===== src/sv/half_duplex_uart_engine_defines.svh =====
// ----------------------------------------------------------------------------
// UART engine assertion macros
// Shared property forms for the engine's concurrent checks.
// ----------------------------------------------------------------------------
`ifndef HALF_DUPLEX_UART_ENGINE_DEFINES_SVH
`define HALF_DUPLEX_UART_ENGINE_DEFINES_SVH

// Same-cycle implication under synchronous active-low reset.
`define HDUE_ASSERT_NOW(label, clk, rst_n, ante, cons, msg) \
    label: assert property (@(posedge clk) disable iff (!rst_n) (ante) |-> (cons)) \
        else $error(msg);

// Next-cycle implication under synchronous active-low reset.
`define HDUE_ASSERT_NEXT(label, clk, rst_n, ante, cons, msg) \
    label: assert property (@(posedge clk) disable iff (!rst_n) (ante) |=> (cons)) \
        else $error(msg);

`endif


===== src/sv/hdue_pkg.sv =====
// ----------------------------------------------------------------------------
// UART engine package
// Types, codes and constants shared by the engine's modules.
// ----------------------------------------------------------------------------
package hdue_pkg;

    localparam int unsigned CFG_INDEX_W = 2;

    localparam logic [CFG_INDEX_W-1:0] CFG_BIT_PERIOD_RELOAD = CFG_INDEX_W'(0);
    localparam logic [CFG_INDEX_W-1:0] CFG_START_SAMPLE_LOAD = CFG_INDEX_W'(1);

    localparam logic [7:0] BIT_PERIOD_RELOAD_RST = 8'd48;
    localparam logic [7:0] START_SAMPLE_LOAD_RST = 8'd152;
    localparam logic [7:0] TX_FAST_LOAD          = 8'hF0;
    localparam logic [7:0] TIMER_WRAP            = 8'hFF;
    localparam logic [3:0] BITS_PER_BYTE         = 4'd8;

    typedef enum logic [4:0] {
        PH_IDLE     = 5'b00001,
        PH_RX_START = 5'b00010,
        PH_RX_DATA  = 5'b00100,
        PH_TX_START = 5'b01000,
        PH_TX_DATA  = 5'b10000
    } t_phase;

    typedef struct packed {
        logic       rx_line;
        logic       send_request;
        logic [7:0] send_byte;
    } t_item;

    typedef struct packed {
        logic       tx_line;
        logic [7:0] received_byte;
        logic       receive_done;
        logic       busy_res;
    } t_result;

    typedef struct packed {
        logic [7:0] bit_period_reload;
        logic [7:0] start_sample_load;
    } t_cfg;

endpackage


===== src/sv/hdue_in_stage.sv =====
// ----------------------------------------------------------------------------
// UART engine input stage
// Registers one accepted tick item and offers it to the step logic.
// ----------------------------------------------------------------------------
module hdue_in_stage (
    input  logic           i_clk,
    input  logic           i_rst_n,
    input  logic           i_valid,
    output logic           o_ready,
    input  hdue_pkg::t_item i_item,
    input  logic           i_adv,
    output logic           o_item_valid,
    output hdue_pkg::t_item o_item
);
    import hdue_pkg::*;

    logic  r_valid;
    t_item r_item;

    assign o_ready      = !r_valid || i_adv;
    assign o_item_valid = r_valid;
    assign o_item       = r_item;

    always_ff @(posedge i_clk) begin
        if (!i_rst_n) begin
            r_valid <= 1'b0;
        end else if (o_ready) begin
            r_valid <= i_valid;
        end
    end

    always_ff @(posedge i_clk) begin
        if (i_valid && o_ready) begin
            r_item <= i_item;
        end
    end

endmodule


===== src/sv/hdue_step.sv =====
// ----------------------------------------------------------------------------
// UART engine step logic
// Holds the transceiver state and works out one tick per advance.
// ----------------------------------------------------------------------------
module hdue_step (
    input  logic             i_clk,
    input  logic             i_rst_n,
    input  logic             i_adv,
    input  hdue_pkg::t_item  i_item,
    input  hdue_pkg::t_cfg   i_cfg,
    output hdue_pkg::t_result o_result
);
    import hdue_pkg::*;

    t_phase     r_phase,   n_phase;
    logic [3:0] r_bit_cnt, n_bit_cnt;
    logic [7:0] r_rx_shift, n_rx_shift;
    logic [7:0] r_tx_hold, n_tx_hold;
    logic [7:0] r_timer,   n_timer;
    logic       r_running, n_running;
    logic       r_armed,   n_armed;
    logic       r_prev_rx, n_prev_rx;
    logic       r_line,    n_line;
    logic [7:0] r_last_rx, n_last_rx;
    logic       n_done;
    logic [3:0] w_cnt_inc;
    logic [7:0] w_shift_set;

    assign w_cnt_inc   = r_bit_cnt + 4'd1;
    assign w_shift_set = r_rx_shift | (8'(i_item.rx_line) << r_bit_cnt[2:0]);

    always_comb begin
        n_phase    = r_phase;
        n_bit_cnt  = r_bit_cnt;
        n_rx_shift = r_rx_shift;
        n_tx_hold  = r_tx_hold;
        n_timer    = r_timer;
        n_running  = r_running;
        n_armed    = r_armed;
        n_line     = r_line;
        n_last_rx  = r_last_rx;
        n_done     = 1'b0;
        n_prev_rx  = i_item.rx_line;

        if (r_phase == PH_IDLE) begin
            if (r_armed && r_prev_rx && !i_item.rx_line) begin
                n_timer   = i_cfg.start_sample_load;
                n_running = 1'b1;
                n_armed   = 1'b0;
                n_phase   = PH_RX_START;
            end else if (i_item.send_request) begin
                n_tx_hold = i_item.send_byte;
                n_timer   = TX_FAST_LOAD;
                n_running = 1'b1;
                n_phase   = PH_TX_START;
            end
        end else if (r_running) begin
            if (r_timer == TIMER_WRAP) begin
                n_timer = i_cfg.bit_period_reload;
                unique case (r_phase)
                    PH_RX_START: begin
                        if (!i_item.rx_line) begin
                            n_phase    = PH_RX_DATA;
                            n_bit_cnt  = 4'd0;
                            n_rx_shift = 8'd0;
                        end else begin
                            n_phase   = PH_IDLE;
                            n_running = 1'b0;
                            n_armed   = 1'b1;
                        end
                    end
                    PH_RX_DATA: begin
                        n_rx_shift = w_shift_set;
                        n_bit_cnt  = w_cnt_inc;
                        if (w_cnt_inc >= BITS_PER_BYTE) begin
                            n_last_rx = w_shift_set;
                            n_done    = 1'b1;
                            n_phase   = PH_IDLE;
                            n_running = 1'b0;
                            n_armed   = 1'b1;
                        end
                    end
                    PH_TX_START: begin
                        n_line    = 1'b0;
                        n_bit_cnt = 4'd0;
                        n_phase   = PH_TX_DATA;
                    end
                    PH_TX_DATA: begin
                        if (r_bit_cnt < BITS_PER_BYTE) begin
                            n_line    = r_tx_hold[r_bit_cnt[2:0]];
                            n_bit_cnt = w_cnt_inc;
                        end else begin
                            n_line    = 1'b1;
                            n_phase   = PH_IDLE;
                            n_running = 1'b0;
                            n_armed   = 1'b1;
                        end
                    end
                    default: begin
                        n_phase   = PH_IDLE;
                        n_running = 1'b0;
                        n_armed   = 1'b1;
                    end
                endcase
            end else begin
                n_timer = r_timer + 8'd1;
            end
        end
    end

    assign o_result.tx_line       = n_line;
    assign o_result.received_byte = n_last_rx;
    assign o_result.receive_done  = n_done;
    assign o_result.busy_res      = (n_phase != PH_IDLE);

    always_ff @(posedge i_clk) begin
        if (!i_rst_n) begin
            r_phase    <= PH_IDLE;
            r_bit_cnt  <= 4'd0;
            r_rx_shift <= 8'd0;
            r_tx_hold  <= 8'd0;
            r_timer    <= 8'd0;
            r_running  <= 1'b0;
            r_armed    <= 1'b1;
            r_prev_rx  <= 1'b1;
            r_line     <= 1'b1;
            r_last_rx  <= 8'd0;
        end else if (i_adv) begin
            r_phase    <= n_phase;
            r_bit_cnt  <= n_bit_cnt;
            r_rx_shift <= n_rx_shift;
            r_tx_hold  <= n_tx_hold;
            r_timer    <= n_timer;
            r_running  <= n_running;
            r_armed    <= n_armed;
            r_prev_rx  <= n_prev_rx;
            r_line     <= n_line;
            r_last_rx  <= n_last_rx;
        end
    end

endmodule


===== src/sv/hdue_out_stage.sv =====
// ----------------------------------------------------------------------------
// UART engine result stage
// Holds one finished result until the downstream side takes it.
// ----------------------------------------------------------------------------
module hdue_out_stage (
    input  logic              i_clk,
    input  logic              i_rst_n,
    input  logic              i_load_valid,
    output logic              o_load_ready,
    input  hdue_pkg::t_result i_result,
    output logic              o_valid,
    input  logic              i_ready,
    output hdue_pkg::t_result o_result
);
    import hdue_pkg::*;

    logic    r_valid;
    t_result r_result;

    assign o_load_ready = !r_valid || i_ready;
    assign o_valid      = r_valid;
    assign o_result     = r_result;

    always_ff @(posedge i_clk) begin
        if (!i_rst_n) begin
            r_valid <= 1'b0;
        end else if (o_load_ready) begin
            r_valid <= i_load_valid;
        end
    end

    always_ff @(posedge i_clk) begin
        if (i_load_valid && o_load_ready) begin
            r_result <= i_result;
        end
    end

endmodule


===== src/sv/half_duplex_uart_engine.sv =====
// ----------------------------------------------------------------------------
// Half-duplex UART engine
// 8N1 receive and transmit engine driven one prescaled tick per transfer.
// ----------------------------------------------------------------------------
// Each input transfer is one prescaled tick and yields exactly one result
// transfer. The engine takes one tick per clock cycle while results are taken; a
// tick passes an input register, the single-pass tick logic with the transceiver
// state, and a result register. A stalled result holds the pipeline; the
// configuration port is always ready and its writes act at once.
module half_duplex_uart_engine (
    input  logic                             i_clk,
    input  logic                             i_rst_n,
    input  logic                             i_valid,
    output logic                             o_ready,
    input  logic                             i_rx_line,
    input  logic                             i_send_request,
    input  logic [7:0]                       i_send_byte,
    output logic                             o_valid,
    input  logic                             i_ready,
    output logic                             o_tx_line,
    output logic [7:0]                       o_received_byte,
    output logic                             o_receive_done,
    output logic                             o_busy_res,
    input  logic                             i_cfg_valid,
    output logic                             o_cfg_ready,
    input  logic [hdue_pkg::CFG_INDEX_W-1:0] i_cfg_index,
    input  logic [7:0]                       i_cfg_data
);
    import hdue_pkg::*;

    `include "half_duplex_uart_engine_defines.svh"

    t_item   w_in_item;
    t_item   w_item;
    logic    w_item_valid;
    logic    w_load_ready;
    logic    w_adv;
    t_result w_step_result;
    t_result w_out_result;
    t_cfg    r_cfg;

    assign w_in_item.rx_line      = i_rx_line;
    assign w_in_item.send_request = i_send_request;
    assign w_in_item.send_byte    = i_send_byte;
    assign w_adv                  = w_item_valid && w_load_ready;
    assign o_cfg_ready            = 1'b1;

    always_ff @(posedge i_clk) begin
        if (!i_rst_n) begin
            r_cfg.bit_period_reload <= BIT_PERIOD_RELOAD_RST;
            r_cfg.start_sample_load <= START_SAMPLE_LOAD_RST;
        end else if (i_cfg_valid) begin
            unique case (i_cfg_index)
                CFG_BIT_PERIOD_RELOAD: r_cfg.bit_period_reload <= i_cfg_data;
                CFG_START_SAMPLE_LOAD: r_cfg.start_sample_load <= i_cfg_data;
                default: ;
            endcase
        end
    end

    hdue_in_stage u_in_stage (
        .i_clk        (i_clk),
        .i_rst_n      (i_rst_n),
        .i_valid      (i_valid),
        .o_ready      (o_ready),
        .i_item       (w_in_item),
        .i_adv        (w_adv),
        .o_item_valid (w_item_valid),
        .o_item       (w_item)
    );

    hdue_step u_step (
        .i_clk    (i_clk),
        .i_rst_n  (i_rst_n),
        .i_adv    (w_adv),
        .i_item   (w_item),
        .i_cfg    (r_cfg),
        .o_result (w_step_result)
    );

    hdue_out_stage u_out_stage (
        .i_clk        (i_clk),
        .i_rst_n      (i_rst_n),
        .i_load_valid (w_item_valid),
        .o_load_ready (w_load_ready),
        .i_result     (w_step_result),
        .o_valid      (o_valid),
        .i_ready      (i_ready),
        .o_result     (w_out_result)
    );

    assign o_tx_line       = w_out_result.tx_line;
    assign o_received_byte = w_out_result.received_byte;
    assign o_receive_done  = w_out_result.receive_done;
    assign o_busy_res      = w_out_result.busy_res;

    `HDUE_ASSERT_NOW(a_done_ends_busy, i_clk, i_rst_n, o_valid && o_receive_done, !o_busy_res, "receive done while still busy")
    `HDUE_ASSERT_NOW(a_tx_low_busy, i_clk, i_rst_n, o_valid && !o_tx_line, o_busy_res, "transmit line low while idle")
    `HDUE_ASSERT_NEXT(a_item_held, i_clk, i_rst_n, w_item_valid && !w_adv, w_item_valid, "registered tick lost while stalled")

endmodule

===== config.mk =====
export PLATFORM = sky130hd
export DESIGN_NAME = half_duplex_uart_engine
export DESIGN_NICKNAME = d
export VERILOG_FILES = /design/src/sv/hdue_pkg.sv /design/src/sv/hdue_in_stage.sv /design/src/sv/hdue_step.sv /design/src/sv/hdue_out_stage.sv /design/src/sv/half_duplex_uart_engine.sv
export VERILOG_INCLUDE_DIRS = /design/src /design/src/sv
export SDC_FILE = /design/constraint.sdc
export NUM_CORES = 1
export LEC_CHECK = 0
export BUFFER_PORTS_ARGS = -buffer_cell sky130_fd_sc_hd__buf_2
export CELL_PAD_IN_SITES_DETAIL_PLACEMENT = 1
export CELL_PAD_IN_SITES_GLOBAL_PLACEMENT = 2
export CORE_ASPECT_RATIO = 1.2
export CORE_MARGIN = 2
export CORE_UTILIZATION = 40
export CTS_CLUSTER_DIAMETER = 80
export DETAILED_ROUTE_END_ITERATION = 10
export PLACE_DENSITY_LB_ADDON = 0.1
export SLEW_MARGIN = 10
export SYNTH_ARGS = -nofsm -noshare
export SYNTH_HDL_FRONTEND = slang
export SYNTH_SLANG_ARGS = --single-unit

===== constraint.sdc =====
create_clock -name i_clk -period 4.4 [get_ports i_clk]
set_input_delay 0.88 -clock i_clk [delete_from_list [all_inputs] [get_ports i_clk]]
set_output_delay 0.88 -clock i_clk [all_outputs]
set_load 0.01 [all_outputs]

==> results.py, run 1 <==
metrics = {
    "run_status": {
        "status": "finished clean",
    },
    "route": {
        "wirelength_um": 10020,
        "drc": 0,
        "via_per_inst": 5.657,
        "ant_nets": 0,
        "drt-initial-drc-count": 123,
        "num_vias": 3151,
        "routedWlPerCell_um": 18.00,
        "drt-pass1-iter-count": 4,
    },
    "clocking": {
        "cts_sinks": 84,
        "h-tree-depth": 3,
        "cts_resized": 0,
        "cts_buffers": 9,
        "clk_pin_slew_ps": 70,
        "cts_buffer_depth": 2,
        "cts_tree": "built",
        "hold_buffers": 0,
        "clock-root-buffer": "clkbuf_16",
        "clk_latency_ps": 340,
        "cts_setup_buffers": 0,
    },
    "flow_run": {
        "drv_cap": 0,
    },
    "synthesis": {
        "synthArstFlopShare": 0,
        "synthFlopType": "dfxtp_1",
        "synthDistinctLibCells": 67,
        "synth_edf_count": 21,
        "yosys_register_bits": 84,
        "synthCells": 407,
        "avgSynthCellArea_um2": 9.733,
        "yosys_warnings": 0,
        "ys_seq_area_frac": 0.4776,
        "synth_area_mm2": 0.003961,
        "syn-num-nets": 434,
    },
    "floorplan": {
        "start_util": 0.4142,
        "std_cell_rows": 39,
        "pin_count": 39,
        "dieArea_mm2": 0.01072,
        "die_w_um": 94.85,
        "die_h_um": 113.0,
        "core-area_mm2": 0.009564,
    },
    "power_and_ir_drop": {
        "ir_drop_mv": 0.2265,
        "p_leak_nw": 1.631,
        "power.total_mw": 1.891,
        "power_density_mw_per_mm2": 418.6,
    },
    "grt": {
        "top_usage_layer": "met2",
        "overflow": 0,
        "grt_use_total": 0.2007,
        "use_met1": 0.2666,
        "grt_pass1_wl_um": 16640,
        "antenna_found_initial": 0,
        "first_global_vias": 3244,
        "grt_max_degree": 46,
        "met3_usage": 0.04061,
        "met2_usage": 0.3291,
    },
    "sta": {
        "slew_violations": 0,
        "setup_violations": 0,
        "rsz0062_at_grt": "no",
        "worst_pin_slew_ps": 957.7,
        "finalSetupTns_ps": 0,
        "fmax_ghz": 0.3544,
        "fin_crit_sh": 0.6412,
        "max-slew-margin-rel": 0.3580,
        "finClkSkew_ps": 7.260,
        "min_period_ps": 2821,
        "hold_viol": 0,
    },
    "critical_path": {
        "reg2reg_slack_ps": 1580,
        "crit_type": "flip-flop to flip-flop",
        "critPathRequiredTime_ps": 4580,
        "worstPathArrival_ps": 3000,
        "crit_family": "simple AND/OR/NAND/NOR gates",
        "cp_slowest_stage_delay_ps": 580,
        "startpoint_type": "flip-flop",
        "cp-end-kind": "flip-flop",
        "path_buf_inv": 1,
        "slowest_stage": "nor4_4",
        "crit_path_max_fanout": 19,
        "crit_chain": "ha_1, and4_1, nand3_2, nor4_4, buf_4, and2_1, a211oi_1",
    },
    "final_layout": {
        "drive_gt1_frac": 0.1843,
        "multi_input_area_mm2": 0.001902,
        "fillerInstances": 1122,
        "area_delta_synth_final_pct": 14.06,
        "fin_cells": 557,
        "final_util": 0.4724,
        "seqCellArea_mm2": 0.001892,
        "diodes": 0,
        "fin_nets": 456,
    },
    "min_path": {
        "hp-class": "flip-flop to flip-flop",
    },
    "placed_design": {
        "gp_congestion": 0.7418,
        "dp.cells": 541,
        "dp_hpwl_um": 6952,
        "port-buffer-count": 37,
    },
}
==> worst paths after layout <==
kind,start,to,cells after the start
hold reg to reg,u_step.r_rx_shift[5],u_step.r_rx_shift[5],1
setup / recovery,u_step.r_timer[0],u_step.r_last_rx[7],7
hold / removal,u_step.r_rx_shift[5],u_step.r_rx_shift[5],1
setup reg to reg,u_step.r_timer[0],u_step.r_last_rx[7],7
==> area by class of cell <==
type	instances	share of cell area
clock buffer	10	0.05068
clock inverter	6	0.02465
inverter	6	0.004985
multi-input combinational	288	0.4209
sequential	84	0.4187
tap	123	0.03406
timing repair buffer	40	0.04597
==> cell usage after synthesis (7+ instances only) <==
cell      count  share of area
dfxtp_1      63           0.32
nand2_1      27          0.026
clkbuf_1     14          0.013
a211oi_1     10          0.019
mux2i_1      24          0.061
a21oi_1      38          0.048
nand4_1       7          0.011
buf_2         7         0.0088
o21a_1        9          0.017
nor2_1       49          0.046
o21ai_0      14          0.018
edfxtp_1     21           0.16
nor2b_1       7          0.011
nand3_1      14          0.018
==> logic make-up after synthesis <==
family / count (synthesis) / share of synthesized area
flops: 84 / 0.4776
other cells: 1 / 0.0009467
mux: 28 / 0.07770
fa+ha+maj: 2 / 0.006316
buf+inv: 35 / 0.04232
xor+xnor: 7 / 0.01548
simple gates: 143 / 0.1927
compound gates: 107 / 0.1870
==> per-layer routing <==
layer | routed length [um] | vias to the layer above | part of all wire
met1 | 4768 | 1555 | 0.48
met4 | 121 | 0 | 0.012
met3 | 281 | 6 | 0.028
li1 | - | 1537 | -
met2 | 4852 | 53 | 0.48
met5 | 0 | - | 0
==> power by group <==
part | leakage, nW | total, mW | internal [mW] | switching (mW)
clock network | 0.163 | 0.868 | 0.556 | 0.313
registers | 0.702 | 0.853 | 0.821 | 0.0318
logic | 0.765 | 0.170 | 0.0648 | 0.105
==> worst reg2reg max path: stages, from the launching register on <==
cell,delay (ps)
dfxtp_1,390
ha_1,270
and4_1,400
nand3_2,170
nor4_4,580
buf_4,330
and2_1,380
a211oi_1,150
==> through the flow <==
step,setup slack (ps),area [um2],hold WS [ps]
detailed placement,1394,4178,459.6
floorplan,1962,3961,440.9
CTS,1557,4518,474.8
global route,1320,4518,495.4
global placement,1520,4178,450.1
finish,1579,4518,472.7
==> sequential cells by signal (all words and copies together), names as in the netlist <==
signal / count
u_step.r_tx_hold: 8
u_step.r_bit_cnt: 4
u_step.r_last_rx: 8
r_cfg: 16
u_out_stage.o_result: 11
u_step.r_line: 1
u_step.r_running: 1
u_step.r_rx_shift: 8
u_step.r_phase: 5
u_in_stage.o_item_valid: 1
u_step.r_prev_rx: 1
u_in_stage.o_item: 10
u_step.r_timer: 8
u_step.r_armed: 1
u_out_stage.o_valid: 1
==> layout by cell type, fill, tap and decap left out, drive strengths merged, types with 4 or more instances in the layout <==
cell type / count
clkbuf: 10
a21oi: 41
nor3: 7
dfxtp: 63
nor4: 5
o21a: 9
nand2: 27
o21ai: 14
xor2: 4
edfxtp: 21
nand3: 15
nand4: 7
nor2: 50
a31oi: 4
a211oi: 13
mux2i: 24
nor2b: 7
nand2b: 5
inv: 7
buf: 40
Power figures use the tool's default switching activity.
==> inputs of run 2 (changes only) <==
- CORE_UTILIZATION: 40 -> 37
- clock period: 4.4 -> 2.85 ns (I/O delays scaled with it)
==> run 2 against run 1 <==
Compared with the run above: utilization is 3.4 points lower; non-clock buffer count rose by 10; die area increased by 7.8%; global-route usage down 1.9 points; critical path depth down 1; worst hold slack worse by 67 ps; routed wire length fell by 0.74%; via count increased by 0.38%; cell count grew 2.9%; critical path type unchanged.
==> results.py, run 2 (synthesis results as in run 1) <==
metrics = {
    "sta": {
        "slew_violations": 0,
        "max-slew-margin-rel": 0.5083,
        "fin_crit_sh": 0.8577,
        "finalSetupTns_ps": 0,
        "min_period_ps": 2445,
        "finClkSkew_ps": 6.308,
        "fmax_ghz": 0.4091,
        "worst_pin_slew_ps": 730.8,
        "worst_hold_slack_ps": 406.2,
        "hold_viol": 0,
        "rsz0062_at_grt": "no",
        "setup_violations": 0,
        "setup_ws_ps": 405.5,
    },
    "floorplan": {
        "std_cell_rows": 41,
        "dieArea_mm2": 0.01155,
        "die_h_um": 117.3,
        "start_util": 0.3785,
        "die_w_um": 98.46,
        "pin_count": 39,
        "core-area_mm2": 0.01047,
    },
    "power_and_ir_drop": {
        "p_leak_nw": 1.676,
        "pwr-share-clk": 0.443,
        "switching_share": 0.2345,
        "power_frac_comb": 0.098,
        "switchingPower_mw": 0.6723,
        "power.total_mw": 2.867,
        "ir_drop_mv": 0.2952,
        "p_seq_frac": 0.459,
        "power_density_mw_per_mm2": 624.8,
        "p_int_mw": 2.195,
    },
    "clocking": {
        "cts_buffers": 9,
        "cts_tree": "built",
        "hold_buffers": 0,
        "cts_sinks": 84,
        "clk_latency_ps": 330,
        "h-tree-depth": 3,
        "clk_pin_slew_ps": 60,
        "cts_setup_buffers": 0,
        "cts_buffer_depth": 2,
        "cts_resized": 0,
        "clock-root-buffer": "clkbuf_16",
    },
    "critical_path": {
        "crit_type": "flip-flop to flip-flop",
        "worstPathArrival_ps": 2520,
        "cp-end-kind": "flip-flop",
        "crit_path_max_fanout": 14,
        "r2r_cells": 6,
        "critPathRequiredTime_ps": 2920,
        "startpoint_type": "flip-flop",
    },
    "route": {
        "wirelength_um": 9950,
        "drt-pass1-iter-count": 4,
        "routedWlPerCell_um": 17.36,
        "drc": 0,
        "num_vias": 3163,
        "ant_nets": 0,
        "via_per_inst": 5.520,
        "drt-initial-drc-count": 145,
    },
    "grt": {
        "antenna_found_initial": 0,
        "grt_use_total": 0.1822,
        "overflow": 0,
        "first_global_vias": 3357,
        "grt_max_degree": 31,
        "grt_pass1_wl_um": 16840,
    },
    "final_layout": {
        "area_delta_synth_final_pct": 15.86,
        "multi_input_area_mm2": 0.001902,
        "fillerInstances": 1215,
        "final_util": 0.4385,
        "drive_gt1_frac": 0.2027,
        "fin_nets": 466,
        "top_register": "r_cfg",
        "seqCellArea_mm2": 0.001892,
        "largest_reg_flops": 16,
        "diodes": 0,
        "final_common_cell": "dfxtp_1",
        "final_cell_mix": "63 x dfxtp_1, 49 x nor2_1, 38 x a21oi_1",
    },
    "min_path": {
        "hp-class": "input pin to flip-flop",
        "hold_depth": 1,
    },
    "run_status": {
        "status": "finished clean",
    },
    "placed_design": {
        "gp_congestion": 0.7832,
        "port-buffer-count": 37,
        "place_ws_ps": 431.9,
        "dp_hpwl_um": 7037,
    },
    "flow_run": {
        "drv_cap": 0,
    },
}
==> run 2: cell count changes in the layout (fill, tap and decap cells not counted) <==
cell / previous run / this run
buf_4: 3 / 13
inv_6: 1 / 0
clkbuf_8: 0 / 2
bufinv_16: 3 / 2
==> run 2: layout make-up <==
| type | count | area share |
|---|---|---|
| Multi-Input combinational cell | 288 | 0.4144 |
| Clock inverter | 4 | 0.01581 |
| Clock buffer | 12 | 0.05589 |
| Timing Repair Buffer | 50 | 0.06161 |
| Sequential cell | 84 | 0.4122 |
| Tap cell | 129 | 0.03517 |
| Inverter | 6 | 0.004907 |
==> run 2: path summary, 6_finish.rpt <==
| kind | slack (ps) | end | start |
|---|---|---|---|
| setup / recovery | 410 | u_out_stage.o_result[0] | u_step.r_timer[0] |
| hold / removal | 410 | u_in_stage.o_item[6] | i_send_byte[6] |
| setup reg to reg | 410 | u_out_stage.o_result[0] | u_step.r_timer[0] |
| hold reg to reg | 470 | u_step.r_rx_shift[6] | u_step.r_rx_shift[6] |
==> run 2: routing by layer <==
layer  up-vias  global-route usage  routed length (um)
met2        47              0.2997                4882
met3        14             0.03337                 251
met1      1549              0.2349                4612
met5         -                   0                   0
li1       1553                   -                   -
met4         0             0.07363                 205
==> run 2: power groups by stage <==
stage	logic, mW	registers (mW)	clock network (mW)
6_report	0.281	1.31	1.27
4_1_cts	0.286	1.31	1.32
3_3_place_gp	0.281	1.34	0
3_5_place_dp	0.285	1.34	0
2_1_floorplan	0.202	1.32	0
5_1_grt	0.315	1.32	1.36
==> run 2: metrics by stage <==
step / std cells / area (um2)
global route: 573 / 4589
global placement: 557 / 4260
finish: 573 / 4589
detailed placement: 557 / 4260
floorplan: 407 / 3961
CTS: 573 / 4589
==> run 2: worst max-delay path, stage by stage, from the launching register on <==
cell and delay [ps]:
dfxtp_1 410, ha_1 280, and4_1 380, and3_1 530, o221ai_1 210, o21ai_0 250
nand4_1 120
==> inputs of run 3 (changes only) <==
- PLACE_DENSITY: default -> 0.87
- PLACE_DENSITY_LB_ADDON: 0.1 -> default
- clock period: 2.85 -> 2.7 ns (I/O delays scaled with it)
==> run 3 against run 2 <==
Compared with the run above: worst hold slack got worse by 39 ps; first-iteration DRC count fell by 14%; flip-flop and latch count did not move; non-clock buffer count did not move; clock skew fell by 1.3 ps; critical endpoint is now u_step.r_tx_hold[4]; critical path type unchanged.
==> results.py, run 3 (synthesis results as in run 1) <==
metrics = {
    "floorplan": {
        "die_h_um": 117.3,
        "pin_count": 39,
        "std_cell_rows": 41,
        "core-area_mm2": 0.01047,
        "dieArea_mm2": 0.01155,
        "die_w_um": 98.46,
        "start_util": 0.3785,
    },
    "critical_path": {
        "crit_type": "flip-flop to flip-flop",
        "cp-end-kind": "flip-flop",
        "crit_path_max_fanout": 14,
        "cp-startpoint": "u_step.r_phase[4]",
        "startpoint_type": "flip-flop",
        "worstPathArrival_ps": 2630,
        "reg2reg_from": "u_step.r_phase[4]",
        "critPathRequiredTime_ps": 2920,
    },
    "final_layout": {
        "diodes": 0,
        "largest_reg_flops": 16,
        "final_cell_mix": "63 x dfxtp_1, 49 x nor2_1, 38 x a21oi_1",
        "seqCellArea_mm2": 0.001892,
        "final_util": 0.4396,
        "top_register": "r_cfg",
        "fin_nets": 466,
        "final_common_cell": "dfxtp_1",
        "area_delta_synth_final_pct": 16.14,
        "fillerInstances": 1217,
        "fin_area_mm2": 0.004601,
        "drive_gt1_frac": 0.2027,
        "multi_input_area_mm2": 0.001902,
    },
    "flow_run": {
        "drv_cap": 0,
    },
    "power_and_ir_drop": {
        "pwr-share-clk": 0.456,
        "switchingPower_mw": 0.7318,
        "p_int_mw": 2.354,
        "ir_drop_mv": 0.4745,
        "p_seq_frac": 0.450,
        "p_leak_nw": 1.680,
        "power_frac_comb": 0.095,
        "power_density_mw_per_mm2": 670.7,
        "switching_share": 0.2372,
    },
    "sta": {
        "finClkSkew_ps": 5.019,
        "slew_violations": 0,
        "setup_violations": 0,
        "rsz0062_at_grt": "no",
        "finalSetupTns_ps": 0,
        "max-slew-margin-rel": 0.4325,
        "fmax_ghz": 0.4144,
        "worst_hold_slack_ps": 367.3,
        "fin_crit_sh": 0.8938,
        "min_period_ps": 2413,
        "hold_viol": 0,
        "worst_pin_slew_ps": 843.4,
    },
    "run_status": {
        "status": "finished clean",
    },
    "placed_design": {
        "gp_congestion": 0.8377,
        "port-buffer-count": 37,
        "dp_hpwl_um": 7062,
        "placedInstanceArea_mm2": 0.004260,
    },
    "min_path": {
        "hold_start": "i_send_byte[2]",
        "hp-class": "input pin to flip-flop",
    },
    "clocking": {
        "cts_setup_buffers": 0,
        "clk_pin_slew_ps": 60,
        "clock-root-buffer": "clkbuf_16",
        "cts_tree": "built",
        "hold_buffers": 0,
        "h-tree-depth": 3,
        "cts_sinks": 84,
        "cts_buffers": 9,
        "cts_resized": 0,
        "clk_latency_ps": 340,
        "cts_buffer_depth": 2,
    },
    "route": {
        "drt-pass1-iter-count": 4,
        "num_vias": 3194,
        "wirelength_um": 10070,
        "ant_nets": 0,
        "drt-initial-drc-count": 125,
        "via_per_inst": 5.574,
        "drc": 0,
        "routedWlPerCell_um": 17.57,
    },
    "grt": {
        "first_global_vias": 3432,
        "antenna_found_initial": 0,
        "grt_use_total": 0.1840,
        "grt_max_degree": 31,
        "overflow": 0,
        "grt_pass1_wl_um": 17010,
    },
}
run 3: cell count changes in the layout (fill, tap and decap cells not counted), sizes merged:
cell	delta
clkinv	+2
bufinv	+1
clkbuf	-3
run 3: path summary, 6_finish.rpt:
path	slack [ps]	cells after the start	to
setup reg to reg	290	5	u_step.r_tx_hold[4]
setup / recovery	290	5	u_step.r_tx_hold[4]
hold reg to reg	470	1	u_step.r_rx_shift[4]
hold / removal	370	1	u_in_stage.o_item[2]
run 3: power by group through the flow:
stage | clock (mW) | sequential (mW) | combinational (mW)
floorplan | 0 | 1.39 | 0.213
global placement | 0 | 1.41 | 0.282
detailed placement | 0 | 1.41 | 0.293
CTS | 1.44 | 1.39 | 0.294
global route | 1.49 | 1.39 | 0.324
finish | 1.41 | 1.39 | 0.292
run 3: routing by layer:
layer  vias to the layer above  track usage  wire length (um)
met2                        52       0.3172              5153
met1                      1564       0.2181              4369
met4                         0      0.08562               292
met3                        22      0.03635               254
met5                         -            0                 0
li1                       1556            -                 -
run 3: layout make-up:
| class | instances | area share |
|---|---|---|
| clock inverters | 7 | 0.02502 |
| inverters | 6 | 0.004895 |
| flip-flops and latches | 84 | 0.4112 |
| well taps | 129 | 0.03508 |
| clock buffers | 9 | 0.04895 |
| multi-input cells | 288 | 0.4134 |
| repair buffers | 50 | 0.06146 |
run 3: worst max-delay path: stages, from the launching register on:
cell and delay (ps):
dfxtp_1 470, or4_4 650, nor2_4 230, and4_1 570, mux2i_1 290, nor2_1 70
run 3: stage by stage:
step                cells  worst slack [ps]  power [mW]
floorplan             407             515.1       1.607
global placement      557             447.9       1.693
detailed placement    557             273.9       1.707
CTS                   573             275.0       3.120
global route          573             132.5       3.205
finish                573             286.7       3.086
